## config.mk

```make
export PLATFORM = sky130hd
export DESIGN_NAME = sdiv_prep
export DESIGN_NICKNAME = d
export VERILOG_FILES = /design/src/rtl/sdiv_pkg.sv /design/src/rtl/sdiv_prep.sv
export SDC_FILE = /design/constraint.sdc
export NUM_CORES = 1
export LEC_CHECK = 0
export ABC_AREA = 1
export BUFFER_PORTS_ARGS = -buffer_cell sky130_fd_sc_hd__buf_2
export CAP_MARGIN = 20
export CELL_PAD_IN_SITES_DETAIL_PLACEMENT = 1
export CELL_PAD_IN_SITES_GLOBAL_PLACEMENT = 1
export CORE_MARGIN = 2
export CORE_UTILIZATION = 35
export DETAILED_ROUTE_END_ITERATION = 6
export HOLD_SLACK_MARGIN = 0.02
export PLACE_DENSITY = 0.89
export SLEW_MARGIN = 0
export SYNTH_ARGS = -nofsm -noshare
export SYNTH_HDL_FRONTEND = slang
export SYNTH_SLANG_ARGS = --single-unit
```

## constraint.sdc

```tcl
create_clock -name clk -period 1.28 [get_ports clk]
set_input_delay 0.064 -clock clk [delete_from_list [all_inputs] [get_ports clk]]
set_output_delay 0.064 -clock clk [all_outputs]
set_load 0.02 [all_outputs]
```

## src/rtl/sdiv_pkg.sv

```systemverilog
`timescale 1ns / 1ps
`default_nettype none
// ----------------------------------------------------------------------------
// sdiv_pkg
// Shared types and constants for the pipelined signed divider.
// ----------------------------------------------------------------------------
package sdiv_pkg;

  // Default operand width; the top level hands its parameter down.
  localparam int DATA_WIDTH_DEF = 32;

  // Width of the status field on the result channel.
  localparam int STATUS_W = 2;

  // Result status codes.
  typedef enum logic [STATUS_W-1:0] {
    ST_OK   = 2'd0,
    ST_OVF  = 2'd1,
    ST_DIV0 = 2'd2
  } status_t;

  // Control that travels alongside the datapath through every stage.
  typedef struct packed {
    logic    valid;
    logic    neg;
    status_t status;
  } meta_t;

endpackage : sdiv_pkg
`default_nettype wire

```

## src/rtl/sdiv_prep.sv

```systemverilog
`timescale 1ns / 1ps
`default_nettype none
// ----------------------------------------------------------------------------
// sdiv_prep
// Entry stage: takes operand magnitudes, quotient sign and special cases.
// ----------------------------------------------------------------------------
module sdiv_prep #(
  parameter int DATA_WIDTH = sdiv_pkg::DATA_WIDTH_DEF
) (
  input  wire logic                  clk,
  input  wire logic                  rst_n,
  input  wire logic                  en,
  input  wire logic                  in_valid,
  input  wire logic [DATA_WIDTH-1:0] numerator,
  input  wire logic [DATA_WIDTH-1:0] denominator,
  output sdiv_pkg::meta_t            meta_r,
  output logic      [DATA_WIDTH-1:0] rem_r,
  output logic      [DATA_WIDTH-1:0] quo_r,
  output logic      [DATA_WIDTH-1:0] div_r
);
  import sdiv_pkg::*;

  localparam logic [DATA_WIDTH-1:0] MostNeg = {1'b1, {(DATA_WIDTH-1){1'b0}}};
  localparam logic [DATA_WIDTH-1:0] MinusOne = {DATA_WIDTH{1'b1}};

  logic                  n_neg;
  logic                  d_neg;
  meta_t                 meta_nxt;
  logic [DATA_WIDTH-1:0] quo_nxt;
  logic [DATA_WIDTH-1:0] div_nxt;

  assign n_neg   = numerator[DATA_WIDTH-1];
  assign d_neg   = denominator[DATA_WIDTH-1];
  // The most negative value maps to its own bit pattern, read as unsigned.
  assign quo_nxt = n_neg ? (~numerator + 1'b1) : numerator;
  assign div_nxt = d_neg ? (~denominator + 1'b1) : denominator;

  always_comb begin
    meta_nxt.valid = in_valid;
    meta_nxt.neg   = n_neg ^ d_neg;
    if (denominator == '0) begin
      meta_nxt.status = ST_DIV0;
    end else if (numerator == MostNeg && denominator == MinusOne) begin
      meta_nxt.status = ST_OVF;
    end else begin
      meta_nxt.status = ST_OK;
    end
  end

  always_ff @(posedge clk) begin
    if (!rst_n) begin
      meta_r.valid <= 1'b0;
    end else if (en) begin
      meta_r <= meta_nxt;
    end
  end

  always_ff @(posedge clk) begin
    if (en) begin
      rem_r <= '0;
      quo_r <= quo_nxt;
      div_r <= div_nxt;
    end
  end

endmodule : sdiv_prep
`default_nettype wire

```

# Word level (Yosys, flattened, before mapping)
# Cells that the tools add are included.
totals:
  register_bits: 68
  elab_cells: 20
  out_inout_bits: 100
  inputBits: 68
op_classes:
  n_addsub: 2
  reduce_logical: 3
  bitwise_logic: 3
  mux: 3
  eq_ne: 2
op_table:
  columns: ["cell", "n"]
  rows:
  - ["$add 32x1->32 const B", 2]
  - ["$eq 32x32->1 const B", 2]
  - ["$not 32->32", 2]
  - ["$mux 31", 2]
  - ["$logic_not 32->1", 1]
  - ["$reduce_and 2->1", 1]
  - ["$logic_and 1x1->1", 1]
  - ["$mux 1", 1]
  - ["$xor 1x1->1", 1]

# Depth between registers and ports, before layout
depth:
  depth_word: 3
  mapped_depth: 9
  ltp_nobuf: 9

# Least setup slack after synthesis
# Ideal clock, no wire load.
synth_path:
  path_kind: "input to register"
  from: "input numerator[0]"
  to: "register quo_r[28], data pin"
  setup_time_ns: 0.252
  cell_stages: 9
  path_slack_ns: 0.124
  t_arrival_ns: 0.904
  path_buffers: 0
  required_ns: 1.028
  path_cell_list: "inv_1 ha_1 nand3_1 nor2_2 nor2_1 nor2_2 nand2_1 nand2_1 nand2_1"
synth_via:
  elab_chain_len: 3
synth_lines:
  columns: ["element", "line_no", "rtl"]
  rows:
  - ["from (decl)", "sdiv_prep.sv:14", "input wire logic [DATA_WIDTH-1:0] numerator,"]
  - ["$not 32->32", "sdiv_prep.sv:35", "assign quo_nxt = n_neg ? (~numerator + 1'b1) : numerator;"]
  - ["$add 32x1->32", "sdiv_prep.sv:35", null]
  - ["$mux 31", "sdiv_prep.sv:35", null]
  - ["net quo_nxt[28]", "sdiv_prep.sv:29", "logic [DATA_WIDTH-1:0] quo_nxt;"]
  - ["to (signal assigned)", "sdiv_prep.sv:61", "quo_r <= quo_nxt;"]
  - ["to (decl)", "sdiv_prep.sv:18", "output logic [DATA_WIDTH-1:0] quo_r,"]
# The timed path passes the listed nets, and every way through them passes these cells.
# A chain may end at the register's enable or synchronous reset.

==> results.cfg <==
[outcome]
status = complete, no violations

[pwr]
pwr_density_cell_nw_per_um2 = 1150
peakVddDrop_uv = 492
power.leakage_uw = 0.00282

[timing]
post-route-min-period_ns = 1.18
final_max_slew_viol_count = 0
hold_viol = 0
holdWs_ns = 0.0526
setup_viol = 0
max_freq_mhz = 844
rsz0062_at_grt = false
period_share = 0.926
finalClockSkew_ns = 0

[grt]
antenna_found_initial = 1
grt_pass1_vias = 4591
grt_first_pass_wirelength_um = 23400
grt_max_degree = 39
grt_overflow = 0
grt_use_total = 0.226

[critical_path]
max_stage_delay_ns = 0.55
startpoint_type = flop
worstPathArrival_ns = 1.42
cp.required_ns = 1.52
crit_path_max_fanout = 2
cp_num_buf_inv = 1
crit_chain = o21ai_0 > a21oi_1 > dlygate4sd3_1
critical_path_class = reg2reg
path_delay_family = buffers and inverters
end_kind = flop
cp_slowest_cell = dlygate4sd3_1

[cells_and_area]
layout_commonest_cell = nand2_1
stdcell_count = 953
fin_nets = 847
synthToLayoutAreaGrowth_pct = 33.3
drive_gt1_frac = 0.288
final_cell_mix = nand2_1, buf_2, nor2_1

[place]
dp.cells = 932
port_buffers = 135
gp_congestion = 0.874
dp.final_hpwl_um = 12000

[clock_network]
cts_setup_buffers = 0
clk_path_buf_depth = 2
clk_pin_slew_ns = 0.06
cts_buffers = 9
clockRootBuffer = clkbuf_16
cts_tree = done
clock_sinks = 68
cts_htree_levels = 3
clk_latency_ns = 0.35

[drt]
wl_um = 15000
vias = 4519
drt_first_pass_iters = 4
detail_route.wl_per_cell_um = 15.7
drc = 0
drt_iter0_drc = 254
vias_per_cell = 4.74
ant_nets = 0

[logic_synthesis]
yosys.area.top_type_share = 0.450
synth_cell_types = 29
ys_seq_elements = 68
synth_cells = 580
yosysTopAreaCell = edfxtp_1
yosysSeqAreaShare = 0.454
yosys-top-cells-area = edfxtp_1, nand2_1, nor2_1
avgSynthCellArea_um2 = 7.72
yosys_warnings = 0
syn-cell-area_um2 = 4480

[floorplanning]
rows = 41
start_util = 0.356
fp.dieH_um = 117
io_pins = 168
die_x_um = 117
design.core.area_um2 = 12600
dieArea_um2 = 13700

[flow_run]
cap_violations = 0

[worst_hold_path]
worstHoldPathType = in2reg
## registers in the layout, indices dropped and copies added (netlist names)
register and flops:
div_r 32, quo_r 32, meta_r 4
## synth_stat cells
| cell type | count |
|---|---|
| buf_4 | 33 |
| o21ai_2 | 1 |
| nor2_2 | 8 |
| o21ai_1 | 1 |
| edfxtp_1 | 67 |
| nand3b_1 | 4 |
| nand4_1 | 2 |
| inv_1 | 51 |
| buf_2 | 4 |
| nand2_2 | 1 |
| nor3_1 | 7 |
| nand3_1 | 40 |
| dfxtp_1 | 1 |
| xor2_1 | 18 |
| o21ai_0 | 13 |
| nor2_1 | 97 |
| inv_2 | 2 |
| nand3_2 | 1 |
| and3_1 | 1 |
| conb_1 | 1 |
| o21bai_1 | 1 |
| nor3_2 | 1 |
| xnor2_1 | 13 |
| nand2_1 | 194 |
| clkinv_2 | 1 |
| ha_1 | 4 |
| nor2_4 | 7 |
| a21oi_1 | 5 |
| buf_1 | 1 |
## final cells by class
type,count,area [um^2]
multi-input combinational,451,2090
clock inverter,7,76.3
inverter,54,204
tap,172,215
sequential,68,2030
timing repair buffer,191,1120
fill,1643,6600
clock buffer,9,225
antenna,1,2.50
## power by group
part           internal [uW]  total [uW]  switching [uW]
combinational            507        1500             998
clock                   1520        2580            1060
sequential              2710        2780            69.4
## per-layer routing
| metal | vias up | routed length, um | track usage |
|---|---|---|---|
| met5 | - | 0 | 0 |
| met4 | 0 | 436 | 0.110 |
| met2 | 152 | 7710 | 0.407 |
| li1 | 2180 | - | - |
| met3 | 29 | 790 | 0.0324 |
| met1 | 2158 | 6030 | 0.265 |
## cell families (layout without fill, tap and decap cells)
family / count (synthesis) / after routing / share of synthesized area
fa+ha+maj: 4 / 4 / 0.0112
other cells: 1 / 33 / 0.000838
compound gates: 21 / 21 / 0.0249
xor+xnor: 31 / 31 / 0.0607
flops: 68 / 68 / 0.454
buf+inv: 92 / 261 / 0.106
simple gates: 363 / 363 / 0.342
## final timing paths
path | startpoint | to | slack, ns | cells after the start
worst max register to register | meta_r[3] | meta_r[3] | 0.1 | 3
worst min register to register | meta_r[3] | meta_r[3] | 1.09 | 3
worst max-delay path | meta_r[3] | meta_r[3] | 0.1 | 3
worst min-delay path | en | div_r[10] | 0.05 | 1
## per-stage QoR
stage / TNS [ns] / utilization / total power, uW / worst slack (ns) / area, um^2
floorplan: 0 / - / 3680 / 0.124 / 4590
global placement: -0.866 / 0.447 / 4250 / -0.0860 / 5610
detailed placement: -4.06 / 0.447 / 4310 / -0.224 / 5610
CTS: 0 / 0.474 / 6910 / 0.0982 / 5960
global route: 0 / 0.475 / 7140 / 0.0320 / 5970
finish: 0 / 0.475 / 6860 / 0.0953 / 5970
## what timing repair did
action	in CTS	in global routing
endpoints found under the setup margin	0	2
hold buffers	4	0
gates resized for setup	0	2
hold endpoints to repair	3	0
No activity file was read; power rests on OpenSTA's default activity.
