==> config.mk <==
export PLATFORM = sky130hd
export DESIGN_NAME = sdiv_step
export DESIGN_NICKNAME = d
export VERILOG_FILES = /design/src/rtl/sdiv_pkg.sv /design/src/rtl/sdiv_step.sv
export SDC_FILE = /design/constraint.sdc
export NUM_CORES = 1
export LEC_CHECK = 0
export BUFFER_PORTS_ARGS = -buffer_cell sky130_fd_sc_hd__buf_2
export CORE_UTILIZATION = 49
export DETAILED_ROUTE_END_ITERATION = 8
export HOLD_SLACK_MARGIN = 0.12
export PLACE_DENSITY = 0.77
export SYNTH_ARGS = -nofsm -noshare
export SYNTH_HDL_FRONTEND = slang
export SYNTH_SLANG_ARGS = --single-unit
==> constraint.sdc <==
create_clock -name clk -period 5.3 [get_ports clk]
set_input_delay 1.06 -clock clk [delete_from_list [all_inputs] [get_ports clk]]
set_output_delay 1.06 -clock clk [all_outputs]
set_load 0.05 [all_outputs]
==> src/rtl/sdiv_pkg.sv <==
`timescale 1ns / 1ps
`default_nettype none
// ----------------------------------------------------------------------------
// sdiv_pkg
// Shared types and constants for the pipelined signed divider.
// ----------------------------------------------------------------------------
package sdiv_pkg;

  // Default operand width; the top level hands its parameter down.
  localparam int DATA_WIDTH_DEF = 32;

  // Width of the status field on the result channel.
  localparam int STATUS_W = 2;

  // Result status codes.
  typedef enum logic [STATUS_W-1:0] {
    ST_OK   = 2'd0,
    ST_OVF  = 2'd1,
    ST_DIV0 = 2'd2
  } status_t;

  // Control that travels alongside the datapath through every stage.
  typedef struct packed {
    logic    valid;
    logic    neg;
    status_t status;
  } meta_t;

endpackage : sdiv_pkg
`default_nettype wire

==> src/rtl/sdiv_step.sv <==
`timescale 1ns / 1ps
`default_nettype none
// ----------------------------------------------------------------------------
// sdiv_step
// One restoring division step: shifts in a dividend bit, trial-subtracts.
// ----------------------------------------------------------------------------
module sdiv_step #(
  parameter int DATA_WIDTH = sdiv_pkg::DATA_WIDTH_DEF
) (
  input  wire logic                  clk,
  input  wire logic                  rst_n,
  input  wire logic                  en,
  input  wire sdiv_pkg::meta_t       meta_i,
  input  wire logic [DATA_WIDTH-1:0] rem_i,
  input  wire logic [DATA_WIDTH-1:0] quo_i,
  input  wire logic [DATA_WIDTH-1:0] div_i,
  output sdiv_pkg::meta_t            meta_r,
  output logic      [DATA_WIDTH-1:0] rem_r,
  output logic      [DATA_WIDTH-1:0] quo_r,
  output logic      [DATA_WIDTH-1:0] div_r
);
  import sdiv_pkg::*;

  logic [DATA_WIDTH-1:0] shifted;
  logic [DATA_WIDTH:0]   diff;
  logic                  fits;
  logic [DATA_WIDTH-1:0] rem_nxt;
  logic [DATA_WIDTH-1:0] quo_nxt;

  // The partial remainder stays below a nonzero divisor, which is at most half
  // the range, so its top bit is always clear and the shift loses nothing.
  assign shifted = {rem_i[DATA_WIDTH-2:0], quo_i[DATA_WIDTH-1]};
  assign diff    = {1'b0, shifted} - {1'b0, div_i};
  assign fits    = ~diff[DATA_WIDTH];
  assign rem_nxt = fits ? diff[DATA_WIDTH-1:0] : shifted;
  assign quo_nxt = {quo_i[DATA_WIDTH-2:0], fits};

  always_ff @(posedge clk) begin
    if (!rst_n) begin
      meta_r.valid <= 1'b0;
    end else if (en) begin
      meta_r <= meta_i;
    end
  end

  always_ff @(posedge clk) begin
    if (en) begin
      rem_r <= rem_nxt;
      quo_r <= quo_nxt;
      div_r <= div_i;
    end
  end

endmodule : sdiv_step
`default_nettype wire

# Yosys cells after proc, flatten, opt, wreduce, memory -nomap -nowiden
# Cells that the tools add are included.
# Widths: inputs -> output; s select.
[classes]
add_sub_neg = 1
n_reduce_logical = 1
n_bitwise = 1
mux = 1
[op_table]
columns = ["operator", "n"]
rows = [
  ["$sub 32x32->33", 1],
  ["$mux 32", 1],
  ["$reduce_and 2->1", 1],
  ["$not 1->1", 1],
]
[totals]
inputBits = 103
word_cells = 10
output_inout_bits = 100
register_bits = 100

# Logic depth before layout (Yosys ltp)
[logic_depth]
depth_word = 2
ltp_mapped = 13

# Least setup slack after synthesis
# OpenSTA, ideal clock, no wires.
[synth_path]
path_type = "in2reg"
start = "input port quo_i[31]"
end = "register rem_r[20] (data pin)"
n_path_buf = 1
slack_ps = 1221
setup_ps = 262
t_required_ps = 5038
stages = 12
arrival_ps = 3817
path_cell_list = "inv_1 > ha_1 > fa_1 > nand2b_1 > a21oi_2 > o2111ai_1 > and2_1 > o31a_1 > o21a_1 > o31ai_4 > buf_6 > mux2_1"
[synth_via]
elab_chain_cells = 2
[synth_lines]
columns = ["element", "line", "source"]
rows = [
  ["start: declaration", "sdiv_step.sv:15", "input wire logic [DATA_WIDTH-1:0] quo_i,"],
  ["$sub 32x32->33", "sdiv_step.sv:33", "assign diff = {1'b0, shifted} - {1'b0, div_i};"],
  ["$mux 32", "sdiv_step.sv:35", "assign rem_nxt = fits ? diff[DATA_WIDTH-1:0] : shifted;"],
  ["named net rem_nxt[20]", "sdiv_step.sv:27", "logic [DATA_WIDTH-1:0] rem_nxt;"],
  ["end signal: assignment", "sdiv_step.sv:48", "rem_r <= rem_nxt;"],
  ["end: declaration", "sdiv_step.sv:18", "output logic [DATA_WIDTH-1:0] rem_r,"],
]
# The timed path passes the listed nets, and every way through them passes these cells.
# A chain may end at the register's enable or synchronous reset.

# Worst setup path after layout
[layout_path]
start = "input port quo_i[31]"
end = "register rem_r[23] (data pin)"
# Same word-level chain as after synthesis.

==> results.toml <==
[status]
run_status = "finished, final reports clean"

[critical_path]
rr_worst_depth = 2
cp.required_ns = 5.43
cp_data_arrival_time_ns = 4.28
worstSetupPathType = "in2reg"
crit_fanout = 54
critPathCaptureType = "flop"
cp-start-kind = "primary input"

[clock_tree]
clock_latency_ns = 0.36
cts.sinks = 100
cts.clk_slew.worst_paths_ns = 0.10
cts_buffers = 9
post_cts.repair.setup_buffers = 0
cts_buffer_depth = 2
h-tree-depth = 3
cts_tree = "done"
cts_resized = 0
root_buffer = "clkbuf_8"
ctsHoldBuffers = 0

[placed_design]
port_buffers = 201
routabilityCongestion = 0.8035
placed_area_um2 = 6286
dp_hpwl_mm = 8.957

[synthesis]
yosysWarnings = 0
synth_edf_count = 99
synth_flop_cell = "edfxtp_1"
synth-seq-cells = 100
synth_xor_area_share_pct = 4.921
synth_top_area_share_pct = 57.60
synthesis.area_um2 = 5161
synth_simple_gate_area_share_pct = 8.048
yosysSeqAreaShare_pct = 57.99
synthArstFlopShare_pct = 0
synth_top_family_by_area = "compound AO/OA/AOI/OAI gates"
synthTopCellsByArea = "edfxtp_1 (58%), ha_1 (7.8%), a21oi_1 (4.6%)"
synth_top_area_cell = "edfxtp_1"
synthMuxAreaShare_pct = 2.594
syn_avg_cell_area_um2 = 11.97
synthCells = 431
synth_compound_area_share_pct = 13.82
synth_fp_nets = 567
synth_fa_ha_area_share_pct = 8.145
yosysUniqueCellTypes = 43

[timing]
setup_tns_ns = 0
final-setup-viol-count = 0
fmax_mhz = 240.7
min_period_over_period_pct = 78.38
finClkSkew_ns = 0
maxSlewHeadroom_pct = 55.96
slew_violations = 0
worst_slew_pin_slew_ns = 0.6606
period_needed_ns = 4.154
grt_setup_unrepaired = "no"
hold_viol = 0

[cells_and_area]
layout.nets = 768
syn_to_final_growth_pct = 26.67
design_area_um2 = 6538
drive_gt1_share_pct = 35.64
final_cell_mix = "buf_2 (200), edfxtp_1 (99), a21oi_1 (47)"
final_util_pct = 63.61
layout_commonest_cell = "buf_2"

[power]
p_seq_share_pct = 43.2
intPower_mw = 1.493
irDropWorstVdd_mv = 0.1636
netSwitchingPower_mw = 0.7788
combPwrFrac_pct = 30.4
powerDensity_nw_per_um2 = 347.4
p_leak_nw = 2.943
clock_power_share_pct = 26.5
swShare_pct = 34.29

[floorplanning]
row_count = 37
core_um2 = 10280
dieArea_um2 = 10950
start_util_pct = 50.22
io_pins = 203
die_y_um = 104.6
die_x_um = 104.6

[worst_hold_path]
hold_depth = 2
hold_path_class = "reg2reg"

[route]
first_iter_violations = 267
vias = 4030
drc = 0
avgRoutedWirePerCell_um = 15.25
ant_nets = 0
viasPerCell = 5.207
routed_wl_mm = 11.81
drt-pass1-iter-count = 4

[grt]
overflow = 0
antenna_found_initial = 1
gr-usage-all-layers_pct = 21.75
grt_pass1_vias = 3875
grt_max_degree = 55
grt_pass1_wl_mm = 18.60

[job]
cap_violations = 0
[per-stage QoR]
stage	instances	setup slack (ns)	hold WS, ns	power, mW
6_report	774	1.146	0.5664	2.271
5_1_grt	774	1.001	0.6064	2.357
4_1_cts	773	1.181	0.5652	2.279
3_5_place_dp	757	0.8010	0.5593	1.687
3_3_place_gp	757	0.8526	0.5066	1.673
2_1_floorplan	431	1.221	0.7429	1.512
[final cells by class]
type                       count  area [µm²]
antenna                        1       2.502
inverter                      40       150.1
clock buffer                  11       141.4
clock inverter                 5       107.6
multi-input combinational    278        1937
sequential                   100        2993
tap                          136       170.2
fill                         857        3740
timing repair buffer         203        1036
[metal layers]
metal	global-route usage [%]	vias up	part of all wire, %
met4	8.551	0	2.4
met5	0	-	0
met2	37.84	155	49
met3	4.679	18	6.2
met1	26.30	1885	42
li1	-	1972	-
[state kept, by name, indices dropped and copies added, names as in the netlist]
signal  cells
div_r      32
quo_r      32
rem_r      32
meta_r      4
[power by group through the flow]
stage / clock [mW] / combinational (mW) / sequential, mW
3_5_place_dp: 0 / 0.688 / 1.00
4_1_cts: 0.606 / 0.691 / 0.982
2_1_floorplan: 0 / 0.236 / 1.28
3_3_place_gp: 0 / 0.675 / 0.997
6_report: 0.601 / 0.690 / 0.981
5_1_grt: 0.636 / 0.732 / 0.988
[path summary, 6_finish.rpt]
kind / from / endpoint / slack (ns)
worst max-delay path: quo_i[31] / rem_r[23]$_DFFE_PP_ / 1.15
worst min-delay path: meta_r[3]$_SDFFE_PN0P_ / meta_r[3]$_SDFFE_PN0P_ / 0.57
worst max register to register: meta_r[3]$_SDFFE_PN0P_ / meta_r[3]$_SDFFE_PN0P_ / 4.67
worst min register to register: meta_r[3]$_SDFFE_PN0P_ / meta_r[3]$_SDFFE_PN0P_ / 0.57
[critical path, stage by stage]
cell and delay, ns:
buf_2 0.09, inv_1 0.04, ha_1 0.22, fa_1 0.42, nand2b_1 0.19, a21oi_2 0.21, o2111ai_1 0.21, and2_1 0.23
o31a_1 0.38, o21a_1 0.29, o31ai_4 0.28, buf_12 0.27, mux2_1 0.36
[synthesized netlist by cell type, types with 4 or more instances]
| library cell | instances |
|---|---|
| nand2_1 | 19 |
| o21ai_0 | 17 |
| a21oi_1 | 47 |
| inv_1 | 40 |
| nor3_1 | 4 |
| nand2b_1 | 7 |
| edfxtp_1 | 99 |
| xnor2_1 | 20 |
| mux2_1 | 5 |
| xor2_1 | 9 |
| nor2_1 | 37 |
| clkbuf_1 | 6 |
| nand4_1 | 6 |
| a31oi_1 | 4 |
| o21a_1 | 7 |
| a211oi_1 | 4 |
| and2_1 | 5 |
| nand3_1 | 7 |
| ha_1 | 32 |
| mux2_2 | 6 |
| a21o_1 | 14 |
[cell families after synthesis]
group / Yosys count
compound gates: 113
xor+xnor: 29
simple gates: 91
buf+inv: 53
flops: 100
fa+ha+maj: 33
mux: 12
Power figures use the tool's default switching activity.
