==> src/rtl/sdiv_pkg.sv <==
`timescale 1ns / 1ps
`default_nettype none
// ----------------------------------------------------------------------------
// sdiv_pkg
// Shared types and constants for the pipelined signed divider.
// ----------------------------------------------------------------------------
package sdiv_pkg;

  // Default operand width; the top level hands its parameter down.
  localparam int DATA_WIDTH_DEF = 32;

  // Width of the status field on the result channel.
  localparam int STATUS_W = 2;

  // Result status codes.
  typedef enum logic [STATUS_W-1:0] {
    ST_OK   = 2'd0,
    ST_OVF  = 2'd1,
    ST_DIV0 = 2'd2
  } status_t;

  // Control that travels alongside the datapath through every stage.
  typedef struct packed {
    logic    valid;
    logic    neg;
    status_t status;
  } meta_t;

endpackage : sdiv_pkg
`default_nettype wire

==> src/rtl/sdiv_post.sv <==
`timescale 1ns / 1ps
`default_nettype none
// ----------------------------------------------------------------------------
// sdiv_post
// Output stage: applies the quotient sign and the special-case results.
// ----------------------------------------------------------------------------
module sdiv_post #(
  parameter int DATA_WIDTH = sdiv_pkg::DATA_WIDTH_DEF
) (
  input  wire logic                      clk,
  input  wire logic                      rst_n,
  input  wire logic                      en,
  input  wire sdiv_pkg::meta_t           meta_i,
  input  wire logic [DATA_WIDTH-1:0]     quo_i,
  output logic                           out_valid_r,
  output logic [DATA_WIDTH-1:0]          out_quotient_r,
  output logic [sdiv_pkg::STATUS_W-1:0]  out_status_r
);
  import sdiv_pkg::*;

  localparam logic [DATA_WIDTH-1:0] MostPos = {1'b0, {(DATA_WIDTH-1){1'b1}}};

  logic [DATA_WIDTH-1:0] quotient_nxt;

  always_comb begin
    case (meta_i.status)
      ST_OK:   quotient_nxt = meta_i.neg ? (~quo_i + 1'b1) : quo_i;
      ST_OVF:  quotient_nxt = MostPos;
      ST_DIV0: quotient_nxt = '0;
      default: quotient_nxt = '0;
    endcase
  end

  always_ff @(posedge clk) begin
    if (!rst_n) begin
      out_valid_r <= 1'b0;
    end else if (en) begin
      out_valid_r <= meta_i.valid;
    end
  end

  always_ff @(posedge clk) begin
    if (en) begin
      out_quotient_r <= quotient_nxt;
      out_status_r   <= meta_i.status;
    end
  end

endmodule : sdiv_post
`default_nettype wire

==> config.mk <==
export PLATFORM = sky130hd
export DESIGN_NAME = sdiv_post
export DESIGN_NICKNAME = d
export VERILOG_FILES = /design/src/rtl/sdiv_pkg.sv /design/src/rtl/sdiv_post.sv
export SDC_FILE = /design/constraint.sdc
export NUM_CORES = 1
export LEC_CHECK = 0
export BUFFER_PORTS_ARGS = -buffer_cell sky130_fd_sc_hd__buf_2
export CAP_MARGIN = 10
export CORE_MARGIN = 2
export CORE_UTILIZATION = 45
export DETAILED_ROUTE_END_ITERATION = 8
export PLACE_DENSITY_LB_ADDON = 0.3
export REMOVE_ABC_BUFFERS = 1
export SLEW_MARGIN = 20
export SYNTH_ARGS = -nofsm -noshare
export SYNTH_HDL_FRONTEND = slang
export SYNTH_SLANG_ARGS = --single-unit
==> constraint.sdc <==
create_clock -name clk -period 4 [get_ports clk]
set_input_delay 0.4 -clock clk [delete_from_list [all_inputs] [get_ports clk]]
set_output_delay 0.4 -clock clk [all_outputs]
set_load 0.05 [all_outputs]
Yosys cells after proc, flatten, opt, wreduce, memory -nomap -nowiden:

Index checks and enable logic that the tools add are counted.

* logic and storage cells: 9
* bits of input ports: 39
* flip-flop bits (word level): 35

* $add $sub $neg: 1
* bitwise logic cells: 1
* mux-type cells: 2
* eq/ne operators: 1
* reductions and logical operators: 1

Operators with widths (count)
* $pmux W32 S2: 1
* $add A32 B1 Y32 const B: 1
* $mux W32: 1
* $not A32 Y32: 1
* $eq A2 B1 Y1 const B: 1
* $logic_not A2 Y1: 1

Depth between registers and ports, before layout:

Gate-level depths: netlist of the first run.

* depth in word-level cells: 4
* mapped depth: 8
* depth with buffers taken out: 6

Least setup slack after synthesis of the first run:

OpenSTA, ideal clock, no wires.

* path type: input to register
* start point: input quo_i[0]
* end point: register out_quotient_r[16] (data pin)
* slack: 1.567 ns
* arrival time: 2.178 ns
* cell stages on the path: 7
* buffers on the path: 1
* library setup time: 0.255 ns
* required time: 3.745 ns
* cell sequence: inv_1 ha_1 or3b_2 clkbuf_1 or4_1 or4_1 and3_1

* word-level cells in the longest chain between the ends: 4

Ends and longest elaborated chain
* from (decl): RTL line sdiv_post.sv:14 `input wire logic [DATA_WIDTH-1:0] quo_i,`
* $not A32 Y32: RTL line sdiv_post.sv:27 `ST_OK: quotient_nxt = meta_i.neg ? (~quo_i + 1'b1) : quo_i;`
* $add A32 B1 Y32: RTL line sdiv_post.sv:27
* $mux W32: RTL line sdiv_post.sv:27
* $pmux W32 S2: RTL line sdiv_post.sv:26 `case (meta_i.status)`
* net quotient_nxt[16]: RTL line sdiv_post.sv:23 `logic [DATA_WIDTH-1:0] quotient_nxt;`
* to (signal assigned): RTL line sdiv_post.sv:44 `out_quotient_r <= quotient_nxt;`
* to (decl): RTL line sdiv_post.sv:16 `output logic [DATA_WIDTH-1:0] out_quotient_r,`

The timed path passes the listed nets, and every way through them passes these cells.
A chain may end at the register's enable or synchronous reset.

Final worst setup path of the first run:

* start point: input quo_i[17]
* end point: register out_quotient_r[28] (data pin)

The elaborated chain is that of the path after synthesis.

==> run summary, run 1 <==
fin. max-slew vios: 0
number of enable flip-flop cells after synthesis: 34
CTS resizes: 0
Slew HR: 45.26%
power share of the combinational group: 25.5%
Psw: 0.3453 mW
Slowest cell on crit path: nor4_1
TritonCTS clock tree: yes
Fin. Hold Viols: 0
number of CTS-inserted buffers: 5
clock group share of total power: 31.4%
asr flop ratio synth: 0%
crit-path leading delay family: simple AND/OR/NAND/NOR gates
Final Setup Violations: 0
total grt overflow: 0
Buffers & Inverters on Critical Path: 1
IO Count: 74
Sink Count: 35
pin count of the biggest net entering global routing: 42
die area: 5498 um2
Area growth, synth to finish: 21.86%
DRC errors left: 0
H-tree Lvls: 2
Crit. End Element: flop
FP Rows: 25
drt initial violations: 165
Max-cap violations: 0
global placer's final weighted congestion: 0.8525
fin crit share: 59.42%
via count: 2066
top cells by area, synth: edfxtp_1, nor3_1, nor4_1, xor2_1, a21oi_1
FMAX: 420.7 MHz
first-pass GRT wire length: 8.431 mm
Reg clk slew, reported paths: 0.08 ns
Setup crit start kind: input port
hold path startpoint: rst_n
core area: 4723 um2
Final #Nets: 323
Synth top area share: 46.10%
sequential element share of the synthesized area: 47.01%
crit path max fanout: 7
reg-to-reg startpoint: out_valid_r$_SDFFE_PN0P_
Internal: 0.6908 mW
clock latency on the worst-skew pair: 0.29 ns
status: finished clean
Crit path largest cell delay: 0.71 ns
number of standard cells after synthesis: 223
die width: 74.15 um
Post-synth top cells: edfxtp_1, nor3_1, nor4_1
Worst EP arrival: 2.42 ns
crit path launch: quo_i[17]
Final ANT Viol Nets: 0
Peak VDD IR: 0.0001643 V
Reg power frac: 43.2%
Via-to-Cell Ratio: 5.886
hold_buf cts: 0
Hold Crit Class: in2reg
Root Driver: clkbuf_8
HPWL after DPL: 3.554 mm
Pre-antenna DRT Iters: 4
postcts setup bufs: 0
predominant post-synthesis flop cell: edfxtp_1
Die Y-Extent: 74.15 um
Total Routing Usage GR: 19.85%
Power Dens Cells: 383.9 nW/um2
dominant cell by count in the synthesized netlist: edfxtp_1
port bufs: 73
switching portion of total power: 33.33%
Fin Hold WS: 0.3210 ns
largest area contributor in the netlist: edfxtp_1
cell chain of the critical path: buf_2 > or4_1 > nor4_1 > nand2_1 > o311a_1
vias in the first global route: 1780
Post-Syn Area: 2215 um2
total power draw: 1.036 mW
setup TNS: 0 ns
WS Path Type: in2reg
skew final: 0 ns
Worst Path Required: 4.04 ns
Routed WL per cell: 15.59 um
post-layout util: 57.14%
post-route minimum period: 2.377 ns
syn avg cell area: 9.931 um2
drt total wl: 5.471 mm
Clock Tree Buf Depth: 2
Yosys cell types: 42
layout cell share with drive strength beyond 1: 31.34%
# diodes: 0
DP Area: 2586 um2
Yosys reg bits: 35
initial core utilization: 46.89%
Leakage Power: 1.002 nW
Syn. warnings: 0
RSZ-0062 raised after global routing: no
Slew @ Worst Pin: 0.8212 ns
initial antenna violation count: 0
Final Instance Area: 2699 um2
## state kept, by name (all words and copies together), names as in the netlist
name,flops
out_quotient_r,32
out_status_r,2
out_valid_r,1
## path summary, 6_finish.rpt
path / end / slack (ns) / cells past startpoint
worst max-delay path: out_quotient_r[28]$_DFFE_PP_ / 1.62 / 5
worst min-delay path: out_valid_r$_SDFFE_PN0P_ / 0.32 / 2
worst min register to register: out_valid_r$_SDFFE_PN0P_ / 0.52 / 2
worst max register to register: out_valid_r$_SDFFE_PN0P_ / 3.41 / 2
## metrics by stage
stage | instances | setup slack, ns
floorplan | 203 | 1.565
finish | 351 | 1.623
CTS | 351 | 1.672
global route | 351 | 1.521
global placement | 343 | 1.398
detailed placement | 343 | 1.356
## placed cells by master, fill, tap and decap left out, types with 3 or more instances in the layout
cell type	instances
buf_2	73
edfxtp_1	34
nor3_1	23
nor4_1	17
a21oi_1	16
nor2_1	11
xor2_1	11
nand2_1	9
or3_1	8
or4_1	8
and4_1	7
inv_1	6
o21ai_0	5
clkbuf_8	5
o31ai_1	4
o41ai_1	4
a211oi_1	4
and3_1	3
o2111a_1	3
mux2i_1	3
a31oi_1	3
## routing by layer
layer,global-route usage [%],vias up,wire length (um)
met4,6.263,0,55
met2,30.85,81,2552
met3,3.930,4,392
met5,0,-,0
met1,28.09,967,2471
li1,-,1014,-
## cells by family (layout without fill, tap and decap cells)
family / count (synthesis) / after routing / share of synthesized area, %
and+or+nand+nor: 96 / 96 / 25.71
AOI/OAI and AO/OA: 50 / 50 / 16.10
DFF: 35 / 35 / 47.01
buffers and inverters: 26 / 87 / 4.520
xor gates and xnor gates: 12 / 12 / 4.746
muxes: 3 / 3 / 1.356
adders and majority gates: 1 / 1 / 0.5649
## power by group through the flow
stage	Clock, mW	Combinational (mW)	Sequential (mW)
CTS	0.331	0.264	0.447
global placement	0	0.260	0.455
global route	0.346	0.282	0.450
finish	0.325	0.264	0.447
detailed placement	0	0.263	0.455
floorplan	0	0.0550	0.572
## cell type report
class / count / area, um2
fill: 434 / 2024
multi-input combinational: 162 / 1074
sequential: 35 / 1041
timing repair buffer: 73 / 365.4
tap: 67 / 83.83
clock buffer: 5 / 68.82
clock inverter: 3 / 43.79
inverter: 6 / 22.52
Note: power is estimated with default switching activity, not from simulation.
==> run 2, diff against run 1 <==
Settings changed: ABC_AREA set to 1.
Clock period 4 ns to 2.16 ns, I/O delays scaled along.
==> run 2 against run 1 <==
Compared with the run above:
- largest cell class unchanged
- clock skew unchanged
- utilization is 0.38 points lower
- cell count is 28% higher
- sequential share of layout area fell by 2.4 points
- flip-flop and latch count unchanged
- area after synthesis rose by 6.6%
- power increased by 79%
- non-clock buffer count grew 4
==> run summary, run 2 <==
total grt overflow: 0
Fin. Hold Viols: 0
Psw: 0.6517 mW
initial antenna violation count: 0
Internal: 1.204 mW
register area: 1041 um2
Power Dens Cells: 644.2 nW/um2
crit path max fanout: 24
post-route minimum period: 1.336 ns
layout cell share with drive strength beyond 1: 29.13%
FP Rows: 26
Buffers & Inverters on Critical Path: 3
Sink Count: 35
Regs by FF count: out_quotient_r x32, out_status_r x2, out_valid_r x1
Reg power frac: 44.5%
Biggest register: out_quotient_r
Post-Syn Area: 2360 um2
hold_buf cts: 0
predominant post-synthesis flop cell: edfxtp_1
Yosys reg bits: 35
Slew @ Worst Pin: 0.7721 ns
Worst EP arrival: 1.41 ns
DRC errors left: 0
FMAX: 748.3 MHz
via count: 2198
number of CTS-inserted buffers: 5
top cells by area, synth: edfxtp_1, nand2_1, nor2_1, nand3_1, inv_1
status: finished clean
global placer's final weighted congestion: 0.8853
initial core utilization: 46.50%
Crit. End Element: flop
Pre-antenna DRT Iters: 4
Slew HR: 48.53%
skew final: 0 ns
power share of the combinational group: 28.4%
dominant cell by count in the synthesized netlist: nand2_1
die area: 5839 um2
largest area contributor in the netlist: edfxtp_1
fillers: 493
number of standard cells after synthesis: 306
Total Routing Usage GR: 19.21%
Max-cap violations: 0
Setup crit start kind: input port
Root Driver: clkbuf_8
TritonCTS clock tree: yes
Leakage Power: 1.338 nW
Final Instance Area: 2880 um2
first-pass GRT wire length: 8.976 mm
clock group share of total power: 27.1%
Post-synth top cells: nand2_1, nor2_1, edfxtp_1
Area growth, synth to finish: 22.06%
postcts setup bufs: 0
# diodes: 0
HPWL after DPL: 4.118 mm
sequential element share of the synthesized area: 44.11%
IO Count: 74
Slowest cell on crit path: buf_2
Multi-input gate area: 1175 um2
total power draw: 1.855 mW
Final Setup Violations: 0
crit-path most repeated cell: inv_1
vias in the first global route: 1966
Via-to-Cell Ratio: 4.874
most common cell after layout, fill and taps aside: nand2_1
crit-path leading delay family: buffers and inverters
Peak VDD IR: 0.0002700 V
commonest cells after routing, fill and taps aside: nand2_1, buf_2, nor2_1
Yosys cell types: 31
RSZ-0062 raised after global routing: no
switching portion of total power: 35.13%
DP Area: 2789 um2
core area: 5075 um2
Die Y-Extent: 76.42 um
drt total wl: 5.494 mm
Syn. warnings: 0
Clock Tree Buf Depth: 2
Routed WL per cell: 12.18 um
cell chain of the critical path: buf_2 > inv_1 > or2_2 > a21oi_1 > o21ai_0 > nand2_1 > inv_1
port bufs: 73
clock latency on the worst-skew pair: 0.29 ns
Synth top area share: 43.27%
syn avg cell area: 7.712 um2
H-tree Lvls: 2
Final ANT Viol Nets: 0
Final #Nets: 420
asr flop ratio synth: 0%
pin count of the biggest net entering global routing: 37
number of enable flip-flop cells after synthesis: 34
CTS resizes: 0
die width: 76.42 um
WS Path Type: in2reg
Crit path largest cell delay: 0.36 ns
Worst Path Required: 2.23 ns
fin crit share: 61.87%
fin. max-slew vios: 0
max reg flops: 32
drt initial violations: 152
setup TNS: 0 ns
Reg clk slew, reported paths: 0.08 ns
Hold Crit Class: in2reg
run 2: cell types whose count changed after synthesis, sizes merged, moves of 10 or more:
cell / before / now
xor2: 11 / 1
nand2: 9 / 110
clkbuf: 13 / 2
or4: 10 / 0
nand3b: 0 / 10
nor4: 18 / 0
nor2: 11 / 44
nand3: 0 / 23
nor3: 23 / 0
inv: 6 / 24
run 2: stage by stage:
step                      std cells  hold WS, ns  setup slack (ns)  utilization [%]
after floorplan                 296       0.3095            0.8258                -
final                           451       0.1460            0.8236            56.76
after detailed placement        443       0.4564            0.5157            54.96
after global routing            451       0.1463            0.6906            56.76
after CTS                       451       0.1511            0.8367            56.76
after global placement          443       0.4481            0.5656            54.96
run 2: kinds of logic (layout without fill, tap and decap cells):
family | Yosys count | in the layout | synth area share [%]
and+or+nand+nor | 194 | 194 | 39.34
AOI/OAI and AO/OA | 40 | 40 | 9.173
DFF | 35 | 35 | 44.11
buffers and inverters | 34 | 109 | 6.097
xor gates and xnor gates | 2 | 2 | 0.7424
adders and majority gates | 1 | 1 | 0.5301
run 2: tightest hold or removal path, stage by stage:
cell,delay [ns]
buf_2,0.09
inv_1,0.04
a21oi_1,0.05
run 2: final timing paths:
check                           slack (ns)  depth (start not counted)                startpoint                           to
worst max register to register        1.51                          2  out_valid_r$_SDFFE_PN0P_     out_valid_r$_SDFFE_PN0P_
worst min register to register        0.54                          2  out_valid_r$_SDFFE_PN0P_     out_valid_r$_SDFFE_PN0P_
worst max-delay path                  0.82                          7                 meta_i[2]  out_quotient_r[2]$_DFFE_PP_
worst min-delay path                  0.15                          3                 meta_i[3]     out_valid_r$_SDFFE_PN0P_
run 2: cell type report:
cell class	count	share of cell area (%)
Timing Repair Buffer	77	13.73
Clock buffer	7	2.997
Clock inverter	1	0.1738
Inverter	24	3.128
Multi-Input combinational cell	237	40.79
Sequential cell	35	36.14
Tap cell	70	3.041
run 2: power groups by stage:
stage,Clock [mW],Sequential (mW),Combinational [mW]
6_report,0.502,0.826,0.528
5_1_grt,0.533,0.833,0.566
4_1_cts,0.508,0.826,0.529
3_5_place_dp,0,0.841,0.527
3_3_place_gp,0,0.841,0.522
2_1_floorplan,0,1.06,0.142
run 2: per-layer routing:
metal  track usage, %  wire, um  vias up
met2            31.86      2574       70
met4            7.091        75        0
met5                0         0        -
met1            24.47      2564      963
met3            4.502       280        6
li1                 -         -     1159
==> run 3, diff against run 2 <==
Settings changed: ABC_AREA 1 to 0.
Clock period 2.16 ns to 1.19 ns, I/O delays scaled along.
==> run 3 against run 2 <==
Compared with the run above:
- the flow now finishes with violations (negative setup slack)
- sequential power rose by 83%
- global-route usage rose by 8.3 points
- sequential share of layout area fell by 8.4 points
- setup slack got worse by 1.5 ns
- cell count fell by 6.9%
- largest power group unchanged
- flip-flop and latch count did not move
- final area rose by 30%
- die area fell by 5.8%
- largest cell class unchanged
- critical path depth fell by 2
- clock power rose by 120%
- register-to-register slack got worse by 0.92 ns
==> run summary, run 3 (same netlist as run 1, synthesis figures left out) <==
Power Dens Cells: 1020 nW/um2
global placer's final weighted congestion: 0.8699
Setup crit start kind: input port
hold path startpoint: rst_n
fin cells: 420
Worst EP arrival: 1.94 ns
reg-to-reg startpoint: out_valid_r$_SDFFE_PN0P_
DP Area: 3057 um2
Biggest register: out_quotient_r
total grt overflow: 0
Worst Path Required: 1.24 ns
Crit. End Element: flop
Final Instance Area: 3755 um2
Reg clk slew, reported paths: 0.09 ns
fin. max-slew vios: 0
crit path max fanout: 3
# diodes: 0
Leakage Power: 1.567 nW
Pre-antenna DRT Iters: 5
status: complete, but fails checks
via count: 2688
Area growth, synth to finish: 69.55%
first-pass GRT wire length: 11.52 mm
Via-to-Cell Ratio: 6.400
Routed WL per cell: 20.47 um
initial core utilization: 46.89%
DRC errors left: 0
initial antenna violation count: 0
layout cell share with drive strength beyond 1: 56.66%
pin count of the biggest net entering global routing: 36
most common cell after layout, fill and taps aside: buf_2
fillers: 264
FMAX: 529.9 MHz
FP Rows: 25
die width: 74.15 um
H-tree Lvls: 2
HPWL after DPL: 4.404 mm
post-route minimum period: 1.887 ns
IO Count: 74
fin crit share: 158.6%
core area: 4723 um2
setup TNS: -12.50 ns
Root Driver: clkbuf_8
Peak VDD IR: 0.0005625 V
vias in the first global route: 2469
commonest cells after routing, fill and taps aside: buf_2, buf_4, edfxtp_1
Final #Nets: 392
Regs by FF count: out_quotient_r x32, out_status_r x2, out_valid_r x1
Final Setup Violations: 28
hold_buf cts: 0
setup ws final: -0.6971 ns
dpl cells: 404
die area: 5498 um2
drt initial violations: 402
Clock Tree Buf Depth: 2
Max-cap violations: 0
Fin. Hold Viols: 0
TritonCTS clock tree: yes
Slew HR: 59.23%
drt total wl: 8.596 mm
number of CTS-inserted buffers: 5
Sink Count: 35
clock latency on the worst-skew pair: 0.30 ns
port bufs: 73
Final ANT Viol Nets: 0
crit path launch: quo_i[7]
Total Routing Usage GR: 27.46%
RSZ-0062 raised after global routing: yes
failing checks: negative setup slack
Hold Crit Class: in2reg
Slew @ Worst Pin: 0.6069 ns
max reg flops: 32
Die Y-Extent: 74.15 um
skew final: 0 ns
WS Path Type: in2reg
[run 3: cell types whose count changed in the layout (fill, tap and decap cells not counted), moves of 19 or more]
cell,change
nor2_1,-25
nand3_1,-19
nand2_1,-92
buf_6,+20
buf_4,+47
inv_1,-19
[run 3: path summary, 6_finish.rpt]
check | end | cells past startpoint | slack, ns
max | out_quotient_r[16]$_DFFE_PP_ | 5 | -0.70
min | out_valid_r$_SDFFE_PN0P_ | 2 | 0.03
max reg2reg | out_valid_r$_SDFFE_PN0P_ | 2 | 0.59
min reg2reg | out_valid_r$_SDFFE_PN0P_ | 2 | 0.53
[run 3: what timing repair did]
action                     CTS  global route
pin swaps                   39            30
buffers inserted             5             4
gates resized for setup     69            34
setup endpoints to repair   28            28
[run 3: layer usage]
layer	up-vias	wire length [um]	global-route usage, %	share of wire [%]
met3	37	685	6.640	8.0
li1	1162	-	-	-
met1	1294	3365	32.62	39
met5	-	0	0	0
met2	195	4204	46.33	49
met4	0	341	13.94	4.0
[run 3: power by group]
part | internal, mW | total, mW | switching, mW
Sequential | 1.48 | 1.51 | 0.0293
Combinational | 0.390 | 1.20 | 0.811
Clock | 0.624 | 1.12 | 0.499
Total | 2.49 | 3.83 | 1.34
[run 3: critical path, cell delays in order]
cell    delay (ns)
buf_6         0.09
or4_4         0.56
or4_4         0.54
or4_1         0.42
and3_1        0.20
[run 3: metrics by stage]
stage	setup WS, ns	power (mW)	hold slack [ns]	utilization, %
3_5_place_dp	-1.047	2.541	0.3502	64.72
4_1_cts	-0.6065	3.730	0.03824	75.28
6_report	-0.6971	3.831	0.03072	79.50
5_1_grt	-0.6986	3.923	0.03129	79.50
3_3_place_gp	-0.9804	2.528	0.3341	64.72
2_1_floorplan	-0.9643	2.107	0.2179	-
[run 3: final cells by class]
cell class,count,area [um2],share of cell area [%]
multi-input combinational,162,1466,39.05
tap,67,83.83,2.233
inverter,6,27.53,0.7331
clock buffer,5,68.82,1.833
timing repair buffer,142,1023,27.26
clock inverter,3,43.79,1.166
sequential,35,1041,27.72
